==> src/rtl/json_string_unescape_utf8_core_assert.svh <==
// Assertion macros used by the top level of the JSON string unescaper.
`ifndef JSON_STRING_UNESCAPE_UTF8_CORE_ASSERT_SVH
`define JSON_STRING_UNESCAPE_UTF8_CORE_ASSERT_SVH

// Same-cycle implication, disabled during reset.
`define JSU_ASSERT_SAME(label, clk, rst_n, ante, cons) \
    label: assert property (@(posedge clk) disable iff (!rst_n) (ante) |-> (cons)) \
        else $error("jsu assertion failed");

// Next-cycle implication, disabled during reset.
`define JSU_ASSERT_NEXT(label, clk, rst_n, ante, cons) \
    label: assert property (@(posedge clk) disable iff (!rst_n) (ante) |=> (cons)) \
        else $error("jsu assertion failed");

`endif

==> src/rtl/jsu_pkg.sv <==
// Shared types and constants of the JSON string unescaper.
`default_nettype none

package jsu_pkg;

    // Default number of entries in the queue between parser and emitter.
    localparam int JSU_QUEUE_DEPTH = 4;

    // Result kinds on the output channel.
    typedef enum logic [1:0] {
        KIND_DATA = 2'd0,
        KIND_OK   = 2'd1,
        KIND_ERR  = 2'd2
    } kind_t;

    // Everything one input byte asks the emitter to send.
    typedef struct packed {
        logic [3:0][7:0] data;     // UTF-8 bytes, entry 0 goes first
        logic [2:0]      n_data;   // number of data bytes, 0 to 4
        logic            has_end;  // an end word follows the data bytes
        logic            end_fail; // end word reports an error
    } job_t;

    // Queue status seen by the parser and the emitter.
    typedef struct packed {
        logic full;
        logic empty;
    } q_status_t;

endpackage

`default_nettype wire

==> src/rtl/jsu_if.sv <==
// Valid/ready channel interfaces for raw string bytes and decoded results.
`default_nettype none

interface jsu_in_if;
    logic       valid;
    logic       ready;
    logic [7:0] in_byte;
    logic       last_byte;

    modport source (output valid, output in_byte, output last_byte, input ready);
    modport sink (input valid, input in_byte, input last_byte, output ready);
endinterface

interface jsu_out_if;
    logic       valid;
    logic       ready;
    logic [7:0] out_byte;
    logic [1:0] out_kind;
    logic       run_end;

    modport source (output valid, output out_byte, output out_kind, output run_end,
                    input ready);
    modport sink (input valid, input out_byte, input out_kind, input run_end,
                  output ready);
endinterface

`default_nettype wire

==> src/rtl/jsu_front.sv <==
// Parser: accepts string bytes, tracks escapes and builds UTF-8 jobs.
`default_nettype none

module jsu_front (
    input  wire logic         clk,
    input  wire logic         rst_n,
    jsu_in_if.sink            body,
    input  wire logic         q_full,
    output logic              push,
    output jsu_pkg::job_t     job
);
    import jsu_pkg::*;

    typedef enum logic [3:0] {
        M_TEXT = 4'd0,
        M_ESC  = 4'd1,
        M_HI0  = 4'd2,
        M_HI1  = 4'd3,
        M_HI2  = 4'd4,
        M_HI3  = 4'd5,
        M_BSL  = 4'd6,
        M_U    = 4'd7,
        M_LO0  = 4'd8,
        M_LO1  = 4'd9,
        M_LO2  = 4'd10,
        M_LO3  = 4'd11
    } mode_t;

    mode_t       mode_reg, mode_next;
    logic [15:0] high_reg, high_next;
    logic [15:0] low_reg, low_next;
    logic        failed_reg, failed_next;

    logic [7:0]  c;
    logic        hex_ok;
    logic [3:0]  hex_v;
    logic        emit_cp;
    logic [20:0] cp;
    logic        emit_byte;
    logic [7:0]  plain;
    logic        accept;
    job_t        job_c;

    // Hex digit decode, both letter cases.
    always_comb
    begin
        hex_ok = 1'b1;
        hex_v  = 4'd0;
        if (c >= "0" && c <= "9")
        begin
            hex_v = 4'(c - "0");
        end
        else if (c >= "A" && c <= "F")
        begin
            hex_v = 4'(c - "A" + 8'd10);
        end
        else if (c >= "a" && c <= "f")
        begin
            hex_v = 4'(c - "a" + 8'd10);
        end
        else
        begin
            hex_ok = 1'b0;
        end
    end

    assign c      = body.in_byte;
    assign accept = body.valid && body.ready;
    assign body.ready = !q_full;

    // Escape state machine for one byte.
    always_comb
    begin
        mode_next   = mode_reg;
        high_next   = high_reg;
        low_next    = low_reg;
        failed_next = failed_reg;
        emit_cp     = 1'b0;
        cp          = 21'd0;
        emit_byte   = 1'b0;
        plain       = c;
        if (!failed_reg)
        begin
            unique case (mode_reg)
                M_ESC:
                begin
                    mode_next = M_TEXT;
                    emit_byte = 1'b1;
                    case (c)
                        "\"":    plain = 8'h22;
                        "\\":    plain = 8'h5C;
                        "b":     plain = 8'h08;
                        "f":     plain = 8'h0C;
                        "n":     plain = 8'h0A;
                        "r":     plain = 8'h0D;
                        "t":     plain = 8'h09;
                        "u":
                        begin
                            emit_byte = 1'b0;
                            high_next = 16'd0;
                            mode_next = M_HI0;
                        end
                        default:
                        begin
                            emit_byte   = 1'b0;
                            failed_next = 1'b1;
                        end
                    endcase
                end
                M_HI0, M_HI1, M_HI2, M_HI3:
                begin
                    if (!hex_ok)
                    begin
                        failed_next = 1'b1;
                    end
                    else
                    begin
                        high_next = {high_reg[11:0], hex_v};
                        if (mode_reg == M_HI3)
                        begin
                            if ((high_next & 16'hFC00) == 16'hD800)
                            begin
                                mode_next = M_BSL;
                            end
                            else
                            begin
                                emit_cp   = 1'b1;
                                cp        = {5'd0, high_next};
                                high_next = 16'd0;
                                mode_next = M_TEXT;
                            end
                        end
                        else
                        begin
                            mode_next = mode_t'(mode_reg + 4'd1);
                        end
                    end
                end
                M_BSL:
                begin
                    if (c != "\\")
                    begin
                        failed_next = 1'b1;
                    end
                    else
                    begin
                        mode_next = M_U;
                    end
                end
                M_U:
                begin
                    if (c != "u")
                    begin
                        failed_next = 1'b1;
                    end
                    else
                    begin
                        low_next  = 16'd0;
                        mode_next = M_LO0;
                    end
                end
                M_LO0, M_LO1, M_LO2, M_LO3:
                begin
                    if (!hex_ok)
                    begin
                        failed_next = 1'b1;
                    end
                    else
                    begin
                        low_next = {low_reg[11:0], hex_v};
                        if (mode_reg == M_LO3)
                        begin
                            emit_cp   = 1'b1;
                            cp        = 21'h10000 + {1'b0, high_reg[9:0], low_next[9:0]};
                            high_next = 16'd0;
                            low_next  = 16'd0;
                            mode_next = M_TEXT;
                        end
                        else
                        begin
                            mode_next = mode_t'(mode_reg + 4'd1);
                        end
                    end
                end
                default:
                begin
                    mode_next = M_TEXT;
                    if (c == "\\")
                    begin
                        mode_next = M_ESC;
                    end
                    else
                    begin
                        emit_byte = 1'b1;
                    end
                end
            endcase
            // Any failure drops the escape in progress.
            if (failed_next)
            begin
                mode_next = M_TEXT;
                high_next = 16'd0;
                low_next  = 16'd0;
            end
        end
    end

    // UTF-8 encoding and end word of the job.
    always_comb
    begin
        job_c = '0;
        if (emit_byte)
        begin
            job_c.data[0] = plain;
            job_c.n_data  = 3'd1;
        end
        else if (emit_cp)
        begin
            if (cp < 21'h80)
            begin
                job_c.data[0] = cp[7:0];
                job_c.n_data  = 3'd1;
            end
            else if (cp < 21'h800)
            begin
                job_c.data[0] = 8'hC0 | {3'd0, cp[10:6]};
                job_c.data[1] = 8'h80 | {2'd0, cp[5:0]};
                job_c.n_data  = 3'd2;
            end
            else if (cp < 21'h10000)
            begin
                job_c.data[0] = 8'hE0 | {4'd0, cp[15:12]};
                job_c.data[1] = 8'h80 | {2'd0, cp[11:6]};
                job_c.data[2] = 8'h80 | {2'd0, cp[5:0]};
                job_c.n_data  = 3'd3;
            end
            else
            begin
                job_c.data[0] = 8'hF0 | {5'd0, cp[20:18]};
                job_c.data[1] = 8'h80 | {2'd0, cp[17:12]};
                job_c.data[2] = 8'h80 | {2'd0, cp[11:6]};
                job_c.data[3] = 8'h80 | {2'd0, cp[5:0]};
                job_c.n_data  = 3'd4;
            end
        end
        job_c.has_end  = body.last_byte;
        job_c.end_fail = failed_next || (mode_next != M_TEXT);
    end

    assign job  = job_c;
    assign push = accept && ((job_c.n_data != 3'd0) || body.last_byte);

    // Parser state; the last byte of a string returns it to reset values.
    always_ff @(posedge clk or negedge rst_n)
    begin
        if (!rst_n)
        begin
            mode_reg   <= M_TEXT;
            high_reg   <= 16'd0;
            low_reg    <= 16'd0;
            failed_reg <= 1'b0;
        end
        else if (accept)
        begin
            if (body.last_byte)
            begin
                mode_reg   <= M_TEXT;
                high_reg   <= 16'd0;
                low_reg    <= 16'd0;
                failed_reg <= 1'b0;
            end
            else
            begin
                mode_reg   <= mode_next;
                high_reg   <= high_next;
                low_reg    <= low_next;
                failed_reg <= failed_next;
            end
        end
    end

endmodule

`default_nettype wire

==> src/rtl/jsu_queue.sv <==
// Small register queue of jobs between parser and emitter.
`default_nettype none

module jsu_queue #(
    parameter int DEPTH = jsu_pkg::JSU_QUEUE_DEPTH
) (
    input  wire logic           clk,
    input  wire logic           rst_n,
    input  wire logic           push,
    input  wire jsu_pkg::job_t  wr_job,
    input  wire logic           pop,
    output jsu_pkg::job_t       head,
    output jsu_pkg::q_status_t  status
);
    import jsu_pkg::*;

    localparam int PTR_W = (DEPTH > 1) ? $clog2(DEPTH) : 1;
    localparam int CNT_W = $clog2(DEPTH + 1);

    job_t             mem [DEPTH];
    logic [PTR_W-1:0] wr_ptr_reg, rd_ptr_reg;
    logic [CNT_W-1:0] count_reg;

    function automatic logic [PTR_W-1:0] ptr_inc(input logic [PTR_W-1:0] p);
        ptr_inc = (p == PTR_W'(DEPTH - 1)) ? '0 : p + 1'b1;
    endfunction

    assign head         = mem[rd_ptr_reg];
    assign status.full  = (count_reg == CNT_W'(DEPTH));
    assign status.empty = (count_reg == '0);

    // Entry storage.
    always_ff @(posedge clk)
    begin
        if (push)
        begin
            mem[wr_ptr_reg] <= wr_job;
        end
    end

    // Pointers and fill count.
    always_ff @(posedge clk or negedge rst_n)
    begin
        if (!rst_n)
        begin
            wr_ptr_reg <= '0;
            rd_ptr_reg <= '0;
            count_reg  <= '0;
        end
        else
        begin
            if (push)
            begin
                wr_ptr_reg <= ptr_inc(wr_ptr_reg);
            end
            if (pop)
            begin
                rd_ptr_reg <= ptr_inc(rd_ptr_reg);
            end
            case ({push, pop})
                2'b10:   count_reg <= count_reg + 1'b1;
                2'b01:   count_reg <= count_reg - 1'b1;
                default: count_reg <= count_reg;
            endcase
        end
    end

endmodule

`default_nettype wire

==> src/rtl/jsu_back.sv <==
// Emitter: sends the words of each job, one per cycle while the receiver is ready, on the output channel.
`default_nettype none

module jsu_back (
    input  wire logic          clk,
    input  wire logic          rst_n,
    input  wire jsu_pkg::job_t head,
    input  wire logic          head_valid,
    output logic               pop,
    jsu_out_if.source          decoded
);
    import jsu_pkg::*;

    job_t       job_reg;
    logic [2:0] idx_reg;
    logic       busy_reg;

    logic [2:0] total;
    logic       at_last;
    logic       sent;
    logic       load;

    assign total   = job_reg.n_data + {2'd0, job_reg.has_end};
    assign at_last = (idx_reg == total - 3'd1);
    assign sent    = decoded.valid && decoded.ready;
    assign load    = head_valid && (!busy_reg || (sent && at_last));
    assign pop     = load;

    // Output word selected from the held job.
    always_comb
    begin
        decoded.valid   = busy_reg;
        decoded.run_end = at_last;
        if (idx_reg < job_reg.n_data)
        begin
            decoded.out_byte = job_reg.data[idx_reg[1:0]];
            decoded.out_kind = KIND_DATA;
        end
        else
        begin
            decoded.out_byte = 8'd0;
            decoded.out_kind = job_reg.end_fail ? KIND_ERR : KIND_OK;
        end
    end

    // Held job register.
    always_ff @(posedge clk)
    begin
        if (load)
        begin
            job_reg <= head;
        end
    end

    // Word index and busy flag.
    always_ff @(posedge clk or negedge rst_n)
    begin
        if (!rst_n)
        begin
            idx_reg  <= 3'd0;
            busy_reg <= 1'b0;
        end
        else if (load)
        begin
            idx_reg  <= 3'd0;
            busy_reg <= 1'b1;
        end
        else if (sent)
        begin
            idx_reg  <= idx_reg + 3'd1;
            busy_reg <= !at_last;
        end
    end

endmodule

`default_nettype wire

==> src/rtl/json_string_unescape_utf8_core.sv <==
// Top level of the JSON string unescaper with UTF-8 output.
//
// Channel body carries the bytes of a JSON string body (no quotes), with
// last_byte set on the final byte. Channel decoded carries result words:
// UTF-8 data bytes (kind 0), then after the final byte one end word that
// reports ok (kind 1) or error (kind 2). run_end marks the last word that a
// given input byte caused; bytes such as a backslash or hex digits cause none.
// Both channels move a word on a clock edge where valid and ready are high.
// Throughput: one input byte per cycle while each byte causes at most one
// word; a byte that causes more words holds the emitter, since it sends
// one word per cycle. The job queue (QUEUE_DEPTH entries) absorbs such
// bursts; body.ready drops only when the queue is full.
// The first word of a byte passes the queue and then the emitter's held
// job register before it is valid.
// When the receiver stalls, the current word holds and the queue fills, then
// the input stalls. Reset empties the queue and returns the parser to plain
// text with no error; no clearing pass is needed.
`default_nettype none

module json_string_unescape_utf8_core #(
    parameter int QUEUE_DEPTH = jsu_pkg::JSU_QUEUE_DEPTH
) (
    input  wire logic clk,
    input  wire logic rst_n,
    jsu_in_if.sink    body,
    jsu_out_if.source decoded
);
    import jsu_pkg::*;

`include "json_string_unescape_utf8_core_assert.svh"

    logic      q_push;
    logic      q_pop;
    job_t      q_wr_job;
    job_t      q_head;
    q_status_t q_status;

    jsu_front u_front (
        .clk    (clk),
        .rst_n  (rst_n),
        .body   (body),
        .q_full (q_status.full),
        .push   (q_push),
        .job    (q_wr_job)
    );

    jsu_queue #(
        .DEPTH (QUEUE_DEPTH)
    ) u_queue (
        .clk    (clk),
        .rst_n  (rst_n),
        .push   (q_push),
        .wr_job (q_wr_job),
        .pop    (q_pop),
        .head   (q_head),
        .status (q_status)
    );

    jsu_back u_back (
        .clk        (clk),
        .rst_n      (rst_n),
        .head       (q_head),
        .head_valid (!q_status.empty),
        .pop        (q_pop),
        .decoded    (decoded)
    );

    // An end word is always the last word of its input byte.
    `JSU_ASSERT_SAME(a_end_is_run_end, clk, rst_n,
        decoded.valid && decoded.out_kind != KIND_DATA, decoded.run_end)

    // The emitter never takes a job from an empty queue.
    `JSU_ASSERT_SAME(a_no_pop_empty, clk, rst_n, q_status.empty, !q_pop)

    // A job enters the queue only with an accepted byte.
    `JSU_ASSERT_SAME(a_push_on_accept, clk, rst_n, q_push, body.valid && body.ready)

    // A final byte always leaves a job behind it in the queue.
    `JSU_ASSERT_NEXT(a_last_queued, clk, rst_n,
        body.valid && body.ready && body.last_byte, !q_status.empty || decoded.valid)

endmodule

`default_nettype wire
==> src/flat_wrapper.sv <==
// flat-port wrapper written by rule: the top's interface ports become plain ports
module json_string_unescape_utf8_core_flat import jsu_pkg::*;
#(
    parameter int QUEUE_DEPTH = jsu_pkg::JSU_QUEUE_DEPTH
)
  (clk, rst_n, body_valid, body_in_byte, body_last_byte, body_ready, decoded_valid, decoded_out_byte, decoded_out_kind, decoded_run_end, decoded_ready);
  jsu_in_if body_i ();
  jsu_out_if decoded_i ();
  input  wire logic clk;
  input  wire logic rst_n;
  input wire logic [$bits(body_i.valid)-1:0] body_valid;
  input wire logic [$bits(body_i.in_byte)-1:0] body_in_byte;
  input wire logic [$bits(body_i.last_byte)-1:0] body_last_byte;
  output wire logic [$bits(body_i.ready)-1:0] body_ready;
  output wire logic [$bits(decoded_i.valid)-1:0] decoded_valid;
  output wire logic [$bits(decoded_i.out_byte)-1:0] decoded_out_byte;
  output wire logic [$bits(decoded_i.out_kind)-1:0] decoded_out_kind;
  output wire logic [$bits(decoded_i.run_end)-1:0] decoded_run_end;
  input wire logic [$bits(decoded_i.ready)-1:0] decoded_ready;
  assign body_i.valid = body_valid;
  assign body_i.in_byte = body_in_byte;
  assign body_i.last_byte = body_last_byte;
  assign body_ready = body_i.ready;
  assign decoded_valid = decoded_i.valid;
  assign decoded_out_byte = decoded_i.out_byte;
  assign decoded_out_kind = decoded_i.out_kind;
  assign decoded_run_end = decoded_i.run_end;
  assign decoded_i.ready = decoded_ready;
  json_string_unescape_utf8_core #(.QUEUE_DEPTH(QUEUE_DEPTH)) u_core (.clk(clk), .rst_n(rst_n), .body(body_i), .decoded(decoded_i));
endmodule
==> config.mk <==
export PLATFORM = sky130hd
export DESIGN_NAME = json_string_unescape_utf8_core_flat
export DESIGN_NICKNAME = d
export VERILOG_FILES = /design/src/rtl/jsu_pkg.sv /design/src/rtl/jsu_if.sv /design/src/rtl/jsu_front.sv /design/src/rtl/jsu_queue.sv /design/src/rtl/jsu_back.sv /design/src/rtl/json_string_unescape_utf8_core.sv /design/src/flat_wrapper.sv
export VERILOG_INCLUDE_DIRS = /design/src /design/src/rtl
export SDC_FILE = /design/constraint.sdc
export NUM_CORES = 1
export LEC_CHECK = 0
export BUFFER_PORTS_ARGS = -buffer_cell sky130_fd_sc_hd__buf_4
export CAP_MARGIN = 20
export CORE_ASPECT_RATIO = 1.25
export CORE_MARGIN = 5
export CORE_UTILIZATION = 62
export DETAILED_ROUTE_END_ITERATION = 8
export PLACE_DENSITY = 0.9
export RECOVER_POWER = 50
export SLEW_MARGIN = 10
export SYNTH_ARGS = -nofsm -noshare
export SYNTH_HDL_FRONTEND = slang
export SYNTH_SLANG_ARGS = --single-unit
==> constraint.sdc <==
create_clock -name clk -period 4.99 [get_ports clk]
set_input_delay 0.7485 -clock clk [delete_from_list [all_inputs] [get_ports clk]]
set_output_delay 0.7485 -clock clk [all_outputs]
set_load 0.01 [all_outputs]
-- After elaboration in Yosys (flattened, before gate mapping)
Memory sizes are Yosys's and may differ from the RTL's. A register that Yosys moved wholly into a read port is not among the register bits.
Index checks and enable logic that the tools add are counted.
- $add $sub $neg: 14
- $lt $le $gt $ge: 11
- equal/unequal tests: 34
- mux-type cells: 88
- reductions and logical operators: 30
- operators with widths (operator ; count):
    $mux 12 ; 9
    $mux 16 ; 4
    $mux 21 ; 3
    $eq 8x7->1 const B ; 7
    $pmux 8 s7 ; 1
    $mux 24 ; 2
    $mux 4 ; 12
    $pmux 21 s2 ; 1
    $mux 8 ; 5
    $mux 6 ; 6
    $pmux 12 s3 ; 1
    $mux 35 ; 1
    $mux 25 ; 1
    $mux 1 ; 24
    $mux 11 ; 2
    $add 17x20->21 const A ; 1
    $lt 21x12->1 const B ; 1
    $lt 21x17->1 const B ; 1
    $lt 21x8->1 const B ; 1
    $pmux 4 s5 ; 1
    $mux 19 ; 1
    $bmux 8 s2 ; 1
    $eq 4x3->1 const B ; 4
    $eq 4x4->1 const B ; 4
    45 further kinds ; 83
- bits in registers: 34
- RAM bits: 148
- bits of input ports: 13
- output and inout bits: 13
- word-level logic and storage cells: 187
- memories kept: 1
- memories (memory ; depth ; bits a word ; read ports ; clocked after memory_dff ; write ports ; RTL line ; source):
    u_core.u_queue.mem ; 4 ; 37 ; 1 ; 1 ; 1 ; jsu_queue.sv:20 ; job_t mem [DEPTH];

-- Longest topological paths before layout
Gate-level depths: netlist of run 1.
- word-level depth: 21
- depth in mapped cells: 16
- depth with buffers taken out: 15

-- Hierarchy
A second synthesis of run 1 with hierarchy kept.
- cells, all modules: 697
- area, all modules: 10303.6 um2
- modules (own cells, without submodules) (module ; instances ; cells an instance ; area each (um2) ; sequential area each (um2)):
    jsu_queue ; 1 ; 231 ; 5749.3 ; 4619.4
    jsu_front ; 1 ; 365 ; 2792.7 ; 575.6
    jsu_back ; 1 ; 100 ; 1757.9 ; 1211.2
    json_string_unescape_utf8_core ; 1 ; 1 ; 3.8 ; 0.0

-- Worst setup path after synthesis of run 1
OpenSTA, ideal clock, no wires.
- kind: register to register
- start point: reg, netlist name u_core.u_back.job_reg[1]
- end point: reg u_core.u_queue.count_reg[2]
- setup time: 0.079 ns
- arrival: 4.504 ns
- required time: 4.911 ns
- slack: 0.406 ns
- cell stages (with the launch flop): 14
- path buffers: 0
- clock period less this slack: 4.584 ns
- cell sequence: edfxtp_1 -> inv_1 -> ha_1 -> ha_1 -> xnor2_1 -> nor3_1 -> nand2_1 -> a21oi_1 -> ha_1 -> inv_1 -> fa_1 -> xor2_1 -> nor2_1 -> xor2_1
- word-level cells in the longest chain between the ends: 8
- elaborated cells on any way between the ends: 10
- those cells by class: add/sub (2); eq/ne (3); mux (1); reduce/logical (4)
- ends and longest elaborated chain (element ; RTL line ; source):
    $add 3x1->3 (*) ; jsu_back.sv:23 ; assign total = job_reg.n_data + {2'd0, job_reg.has_end};
    $sub 3x1->3 (*) ; jsu_back.sv:24 ; assign at_last = (idx_reg == total - 3'd1);
    $eq 3x3->1 (*) ; jsu_back.sv:24 ;
    net decoded_run_end ; flat_wrapper.sv:18 ; output wire logic [$bits(decoded_i.run_end)-1:0] decoded_run_end;
    $logic_and 1x1->1 (*) ; jsu_back.sv:26 ; assign load = head_valid && (!busy_reg || (sent && at_last));
    $logic_or 1x1->1 (*) ; jsu_back.sv:26 ;
    $logic_and 1x1->1 (*) ; jsu_back.sv:26 ;
    net u_core.q_pop ; json_string_unescape_utf8_core.sv:33 ; logic q_pop;
    $eq 2x1->1 or $eq 2x2->1 (tied branches) ; jsu_queue.sv:60 ; case ({push, pop})
    $pmux 3 s2 or $reduce_bool 2->1 (tied branches) ; -- ;
    end signal, assigned ; jsu_queue.sv:61 ; 2'b10: count_reg <= count_reg + 1'b1;
    end signal, assigned ; jsu_queue.sv:62 ; 2'b01: count_reg <= count_reg - 1'b1;
    end signal, assigned ; jsu_queue.sv:63 ; default: count_reg <= count_reg;
    end, declared ; jsu_queue.sv:22 ; logic [CNT_W-1:0] count_reg;
Mark *: on every way through the listed nets, which the timed path passes. The rest lies on a longest branch.
A chain may end at the register's enable or synchronous reset.

-- Worst setup path in the final report of run 1
- start point: reg, netlist name u_core.u_back.job_reg[2]
- end point: reg u_core.u_queue.rd_ptr_reg[1]
- word-level cells in the longest chain between the ends: 6
- ends and longest elaborated chain (element ; RTL line ; source):
    $add 3x1->3 ; jsu_back.sv:23 ;
    $sub 3x1->3 ; jsu_back.sv:24 ;
    $eq 3x3->1 ; jsu_back.sv:24 ;
    $logic_and 1x1->1 ; jsu_back.sv:26 ;
    $logic_or 1x1->1 ; jsu_back.sv:26 ;
    $logic_and 1x1->1 ; jsu_back.sv:26 ;
    net u_core.q_pop ; json_string_unescape_utf8_core.sv:33 ;
    end signal, assigned ; jsu_queue.sv:58 ; rd_ptr_reg <= ptr_inc(rd_ptr_reg);
    end, declared ; jsu_queue.sv:21 ; logic [PTR_W-1:0] wr_ptr_reg, rd_ptr_reg;
The timed path passes the listed nets, and every way through them passes these cells.

==> metrics, run 1 <==
status complete, but fails checks; failing checks max-capacitance violations, max-slew violations; reg2reg end u_core.u_queue.rd_ptr_reg[1]$_DFFE_PN0P_; synth cell count leaders edfxtp_1, nand2_1, nor2_1, mux4_2, dfrtp_1; First DRT Iteration DRCs 924; pwr dens between 400 and 500 nW/um^2; post-placement cell area 9708 sq um; min Tclk post-route about 4000 ps; final hold violation count 0; sw power 1.468 mW; I/O pins 26; DRT Pass-1 Iters 8; Seq cells post-synth 199; internal power 3.423 mW; VDD IR max 0.2419 mV; CP Class register to register; routed vias/inst 6.974; first-pass GRT wire length 33710 microns; depth of the CTS H-tree 4; total gr overflow 0; Worst-path clk slew 70 ps; die height 147.3 microns; slowest CP cell clkbuf_1; Seq pwr share 0.490; area share of the largest cell type after synthesis 0.5297; clock root buffer clkbuf_16; initial antenna violation count 0; Resize count post-CTS 0; CP Max Fanout 35; RSZ-0062 raised after global routing false; share of post-route cells with drive strength above 1 0.1561; CP bufs+invs 2; worst-path cell chain inv_1, ha_1, ha_1, xnor2_1, nor3_1, nand2_1, a21oi_1, clkbuf_1, mux2_2; Tot GR Track Use 0.2510; register area share after synthesis 0.6207; synth unique cells 72; Final Net Count 714; Remaining DRCs 0; Post-CTS Setup Bufs 0; # hold bufs at CTS 0; Core Footprint 14890 sq um; Synth Flop Type edfxtp_1; Initial Util 0.6282; CP most frequent cell ha_1; maxcap violations 3; slowest stage delay, CP 1450 ps; number of synthesized flops with an enable pin 165; Rows 50; CP endpoint kind register; n_diodes 0; Synth Cell Area 9354 sq um; TNS Setup 0 ps; top cells by area, synth edfxtp_1, mux4_2, dfrtp_1; Die Wd 119.9 microns; CP startpoint kind register; HP Class register to register; Switching Share 0.3001; dpl hpwl 14060 microns; hold worst-path end u_core.u_queue.count_reg[0]$_DFFE_PN0P_; Crit path arrival time 4350 ps; Finish-stage setup viols 0; Mapped Cells 658; CTS tree built; clock group share of total power 0.261; Leakage around 3.6 nW; Net Count, Synth 693; Worst R2R Path Depth 9; r2r startpoint u_core.u_back.job_reg[2]$_DFFE_PP_; Sink Count between 150 and 200; Max Fclk between 0.2 and 0.25 GHz; synth warn 0; post-synth top area cell edfxtp_1; CP required ~5300 ps; Logic pwr share 0.249; WL per Instance 24.71 microns; fin crit share 0.8094; asr flop ratio synth 0.1709; Largest delay share family, worst path buffers and inverters; pin count of the biggest net entering global routing 37; Clock Skews 10.49 ps; vias in the first global route a little over 6000; clock latency at the later pin of the worst-skew pair 430 ps; WHS Path Cells 1; Routed WL ~22000 microns; Post-DRT Antenna Nets 0; syn avg cell area approximately 14 sq um; Die ar. 17660 sq um; most common cell in the netlist edfxtp_1; area grow syn2layout 8.560%; design area about 10000 sq um; Clock Tree Buf Depth 2; min-delay src u_core.u_queue.count_reg[0]$_DFFE_PN0P_; max reg flops 132; CTS buffer count 17; GP Congestion 0.9077; max-slew violations 108; r2r setup slk 950 ps; Max-slew headroom -0.9332; actual slew at the worst max-slew pin 2900 ps; via count 6095; Port-buffer cells 25
==> metrics by stage <==
| stage | power [mW] | hold slack (ps) | utilization | instances | setup slack [ps] |
|---|---|---|---|---|---|
| final | 4.891 | 506.3 | 0.6820 | 874 | 951.3 |
| after global routing | 5.127 | 527.1 | 0.6820 | 874 | 644.1 |
| after CTS | 4.966 | 287.6 | 0.6892 | 874 | 1266 |
| after detailed placement | 3.689 | 485.5 | 0.6520 | 842 | 859.8 |
| after global placement | 3.601 | 463.5 | 0.6520 | 842 | 985.9 |
| after floorplan | 3.237 | 448.5 | - | 658 | 406.4 |
==> layout by cell type, fill, tap and decap left out, drive strengths merged, types with 18 or more instances in the layout <==
cell,netlist,routed
a21oi,25,25
clkbuf,22,37
dfrtp,34,34
edfxtp,165,165
ha,21,21
inv,23,29
mux4,40,40
nand2,48,48
nor2,42,42
nor3,18,18
o21ai,31,31
==> worst reg2reg max path: stages (launching register included) <==
cell and delay [ps]:
edfxtp_1 350, inv_1 70, ha_1 190, ha_1 290
xnor2_1 130, nor3_1 430, nand2_1 160, a21oi_1 400
clkbuf_1 1460, mux2_2 460
==> how the worst max path moves through the flow <==
stage / from / slack (ps) / cells past startpoint / end
2_1_floorplan: u_core.u_back.job_reg[1]$_DFFE_PP_ / 410 / 13 / u_core.u_queue.count_reg[2]$_DFFE_PN0P_
3_3_place_gp: body_in_byte[0] / 990 / 16 / u_core.u_queue.count_reg[2]$_DFFE_PN0P_
6_report: u_core.u_back.job_reg[2]$_DFFE_PP_ / 950 / 9 / u_core.u_queue.rd_ptr_reg[1]$_DFFE_PN0P_
5_1_grt: u_core.u_back.job_reg[2]$_DFFE_PP_ / 640 / 10 / u_core.u_queue.rd_ptr_reg[0]$_DFFE_PN0P_
4_1_cts: body_in_byte[0] / 1270 / 16 / u_core.u_queue.count_reg[2]$_DFFE_PN0P_
3_5_place_dp: body_in_byte[0] / 860 / 16 / u_core.u_queue.count_reg[2]$_DFFE_PN0P_
==> cell type report <==
class / instances / area [sq um]
inverter: 23 / 86.33
fill: 990 / 4735
multi-input combinational: 403 / 3287
clock inverter: 14 / 115.1
clock buffer: 18 / 439.2
tap: 182 / 227.7
sequential: 199 / 5808
timing repair buffer: 35 / 191.4
==> layer usage <==
layer  up-vias  GRT usage  share of wire
met5         -          0              0
met4         0     0.1083          0.045
met3       110    0.04698          0.082
met2       404     0.4248           0.50
met1      2967     0.3193           0.37
li1       2614          -              -
==> cells by family (layout without fill, tap and decap cells) <==
kind of cell,count (synthesis),after routing,synth area share
compound gates,141,141,0.1078
xor+xnor,11,11,0.01030
mux,45,45,0.1023
flops,199,199,0.6207
simple gates,184,184,0.1034
buf+inv,56,90,0.02528
fa+ha+maj,22,22,0.03023
==> power groups by stage <==
stage / logic, mW / registers [mW] / clock network [mW]
2_1_floorplan: 0.943 / 2.29 / 0
3_3_place_gp: 1.21 / 2.39 / 0
3_5_place_dp: 1.27 / 2.42 / 0
4_1_cts: 1.29 / 2.39 / 1.28
5_1_grt: 1.33 / 2.43 / 1.37
6_report: 1.22 / 2.40 / 1.28
(Power assumes the default switching activity.)
==> run 2, diff against run 1 <==
clock period = 4 ns   (was 4.99 ns; I/O delays follow)
==> run 2 against run 1 <==
  * Clock skew grew 1.4 ps
  * Utilization is 0.86 points higher
  * Highest routed layer unchanged
  * Clock power up 35%
  * Cell area increased by 1.3%
  * Largest cell class unchanged
  * Combinational power increased by 25%
  * Critical path depth up 2
  * The flow still finishes with violations (max-capacitance violations, max-slew violations)
==> metrics, run 2 (synthesized netlist as in run 1, its figures left out) <==
clock group share of total power 0.277; Remaining DRCs 0; DRT Pass-1 Iters 7; DP Worst Slack 267.4 ps; Worst R2R Path Depth 13; initial antenna violation count 0; max reg flops 132; I/O pins 26; register area between 5000 and 6000 sq um; routed vias/inst 6.968; hold worst-path end u_core.u_back.idx_reg[2]$_DFFE_PN0P_; CTS buffer count 17; Leakage 3.621 nW; pwr dens 605.9 nW/um^2; CP endpoint kind register; Crit path arrival time 3810 ps; Die ar. 17660 sq um; pin count of the biggest net entering global routing 36; CP bufs+invs 4; vias in the first global route 6057; CP most frequent cell clkbuf_1; first-pass GRT wire length 33940 microns; Seq pwr share 0.479; share of post-route cells with drive strength above 1 0.1652; WL per Instance around 25 microns; Switching Share 0.2931; min Tclk post-route 3670 ps; Max-slew headroom -0.3396; dpl hpwl 13840 microns; area of the multi-input gates 3299 sq um; Clock Skews 11.91 ps; # hold bufs at CTS 0; Finish-stage setup viols 0; TNS Setup 0 ps; Tot GR Track Use 0.2533; clock latency at the later pin of the worst-skew pair 430 ps; Post-CTS Setup Bufs 0; depth of the CTS H-tree 4; WHS Path Cells 2; maxcap violations 2; commonest non-fill, non-tap cell in the layout edfxtp_1; slowest CP cell clkbuf_1; failing checks max-capacitance violations, max-slew violations; n_diodes 0; Fillers between 900 and 1000; slowest stage delay, CP slightly above 600 ps; fin crit share 0.9175; Core Footprint 14890 sq um; Sink Count 199; CP required slightly above 4000 ps; VDD IR max 0.2934 mV; r2r startpoint u_core.u_front.mode_reg[1]$_DFFE_PN0P_; worst-path cell chain buf_4, inv_1, ha_1, nor3b_1, a311o_1, a21oi_1, clkbuf_1, nand3_2, clkbuf_1, nand2_1, o21ai_0; RSZ-0062 raised after global routing false; min-delay src decoded_ready; most frequent cells in the layout edfxtp_1, nand2_1, nor2_1; Resize count post-CTS 0; GP Congestion 0.9362; Post-DRT Antenna Nets 0; Logic pwr share 0.244; clock root buffer clkbuf_16; sw power 1.826 mW; Initial Util 0.6282; HP Class input port to register; final hold violation count 0; total gr overflow 0; Worst-path clk slew 70 ps; Largest delay share family, worst path buffers and inverters; area grow syn2layout 9.926%; max-slew violations between 60 and 70; CP startpoint kind input port; reg2reg end u_core.u_queue.count_reg[1]$_DFFE_PN0P_; die height 147.3 microns; Routed WL 21560 microns; CP Class input port to register; final hold slack 393.6 ps; Max Fclk 0.2725 GHz; Clock Tree Buf Depth 2; post-route setup slack 330.2 ps; status complete, but fails checks; actual slew at the worst max-slew pin 2009 ps; CP Max Fanout 18; Rows 50; worst setup path startpoint body_in_byte[1]; First DRT Iteration DRCs 846; Die Wd 119.9 microns; Final Net Count 718; r2r setup slk roughly 540 ps; CTS tree built; via count about 6000; Port-buffer cells 25; internal power 4.404 mW
## run 2: cell count changes in the layout (fill, tap and decap cells not counted), moves of 2 or more
| cell | before | now |
|---|---|---|
| bufinv_16 | 0 | 2 |
| dfrtp_2 | 2 | 0 |
| clkinv_4 | 2 | 4 |
| clkinvlp_4 | 4 | 2 |
| buf_12 | 0 | 3 |
| dfrtp_1 | 32 | 34 |
## run 2: worst max path at each step
stage | to | cells past startpoint
after floorplan | u_core.u_queue.count_reg[2]$_DFFE_PN0P_ | 13
after global placement | u_core.u_queue.count_reg[2]$_DFFE_PN0P_ | 16
after detailed placement | u_core.u_queue.count_reg[2]$_DFFE_PN0P_ | 16
after CTS | u_core.u_queue.count_reg[1]$_DFFE_PN0P_ | 13
after global routing | u_core.u_queue.mem[2][24]$_DFFE_PP_ | 11
final | u_core.u_queue.mem[2][24]$_DFFE_PP_ | 11
## run 2: area by class of cell
class / count / share of cell area
sequential: 199 / 0.5646
multi-input combinational: 403 / 0.3209
clock buffer: 18 / 0.04271
timing repair buffer: 39 / 0.02531
tap: 182 / 0.02215
clock inverter: 14 / 0.01594
inverter: 23 / 0.008396
## run 2: metal layers
metal | GRT usage | wire, microns | vias to the layer above
met3 | 0.04890 | 1760 | 104
li1 | - | - | 2626
met5 | 0 | 0 | -
met2 | 0.4330 | 11030 | 428
met4 | 0.09971 | 869 | 0
met1 | 0.3216 | 7898 | 2960
## run 2: power groups by stage
stage / sequential [mW] / combinational [mW] / clock, mW
2_1_floorplan: 2.86 / 1.18 / 0
3_3_place_gp: 2.98 / 1.52 / 0
3_5_place_dp: 3.03 / 1.59 / 0
4_1_cts: 2.99 / 1.63 / 1.72
5_1_grt: 3.03 / 1.66 / 1.84
6_report: 2.98 / 1.52 / 1.73
## run 2: stage by stage
step / util / std cells / total power [mW] / instance area [sq um]
floorplan: - / 658 / 4.037 / 9358
global placement: 0.6565 / 846 / 4.507 / 9774
detailed placement: 0.6565 / 846 / 4.618 / 9774
CTS: 0.6970 / 878 / 6.341 / 10380
global route: 0.6906 / 878 / 6.531 / 10280
finish: 0.6906 / 878 / 6.230 / 10280
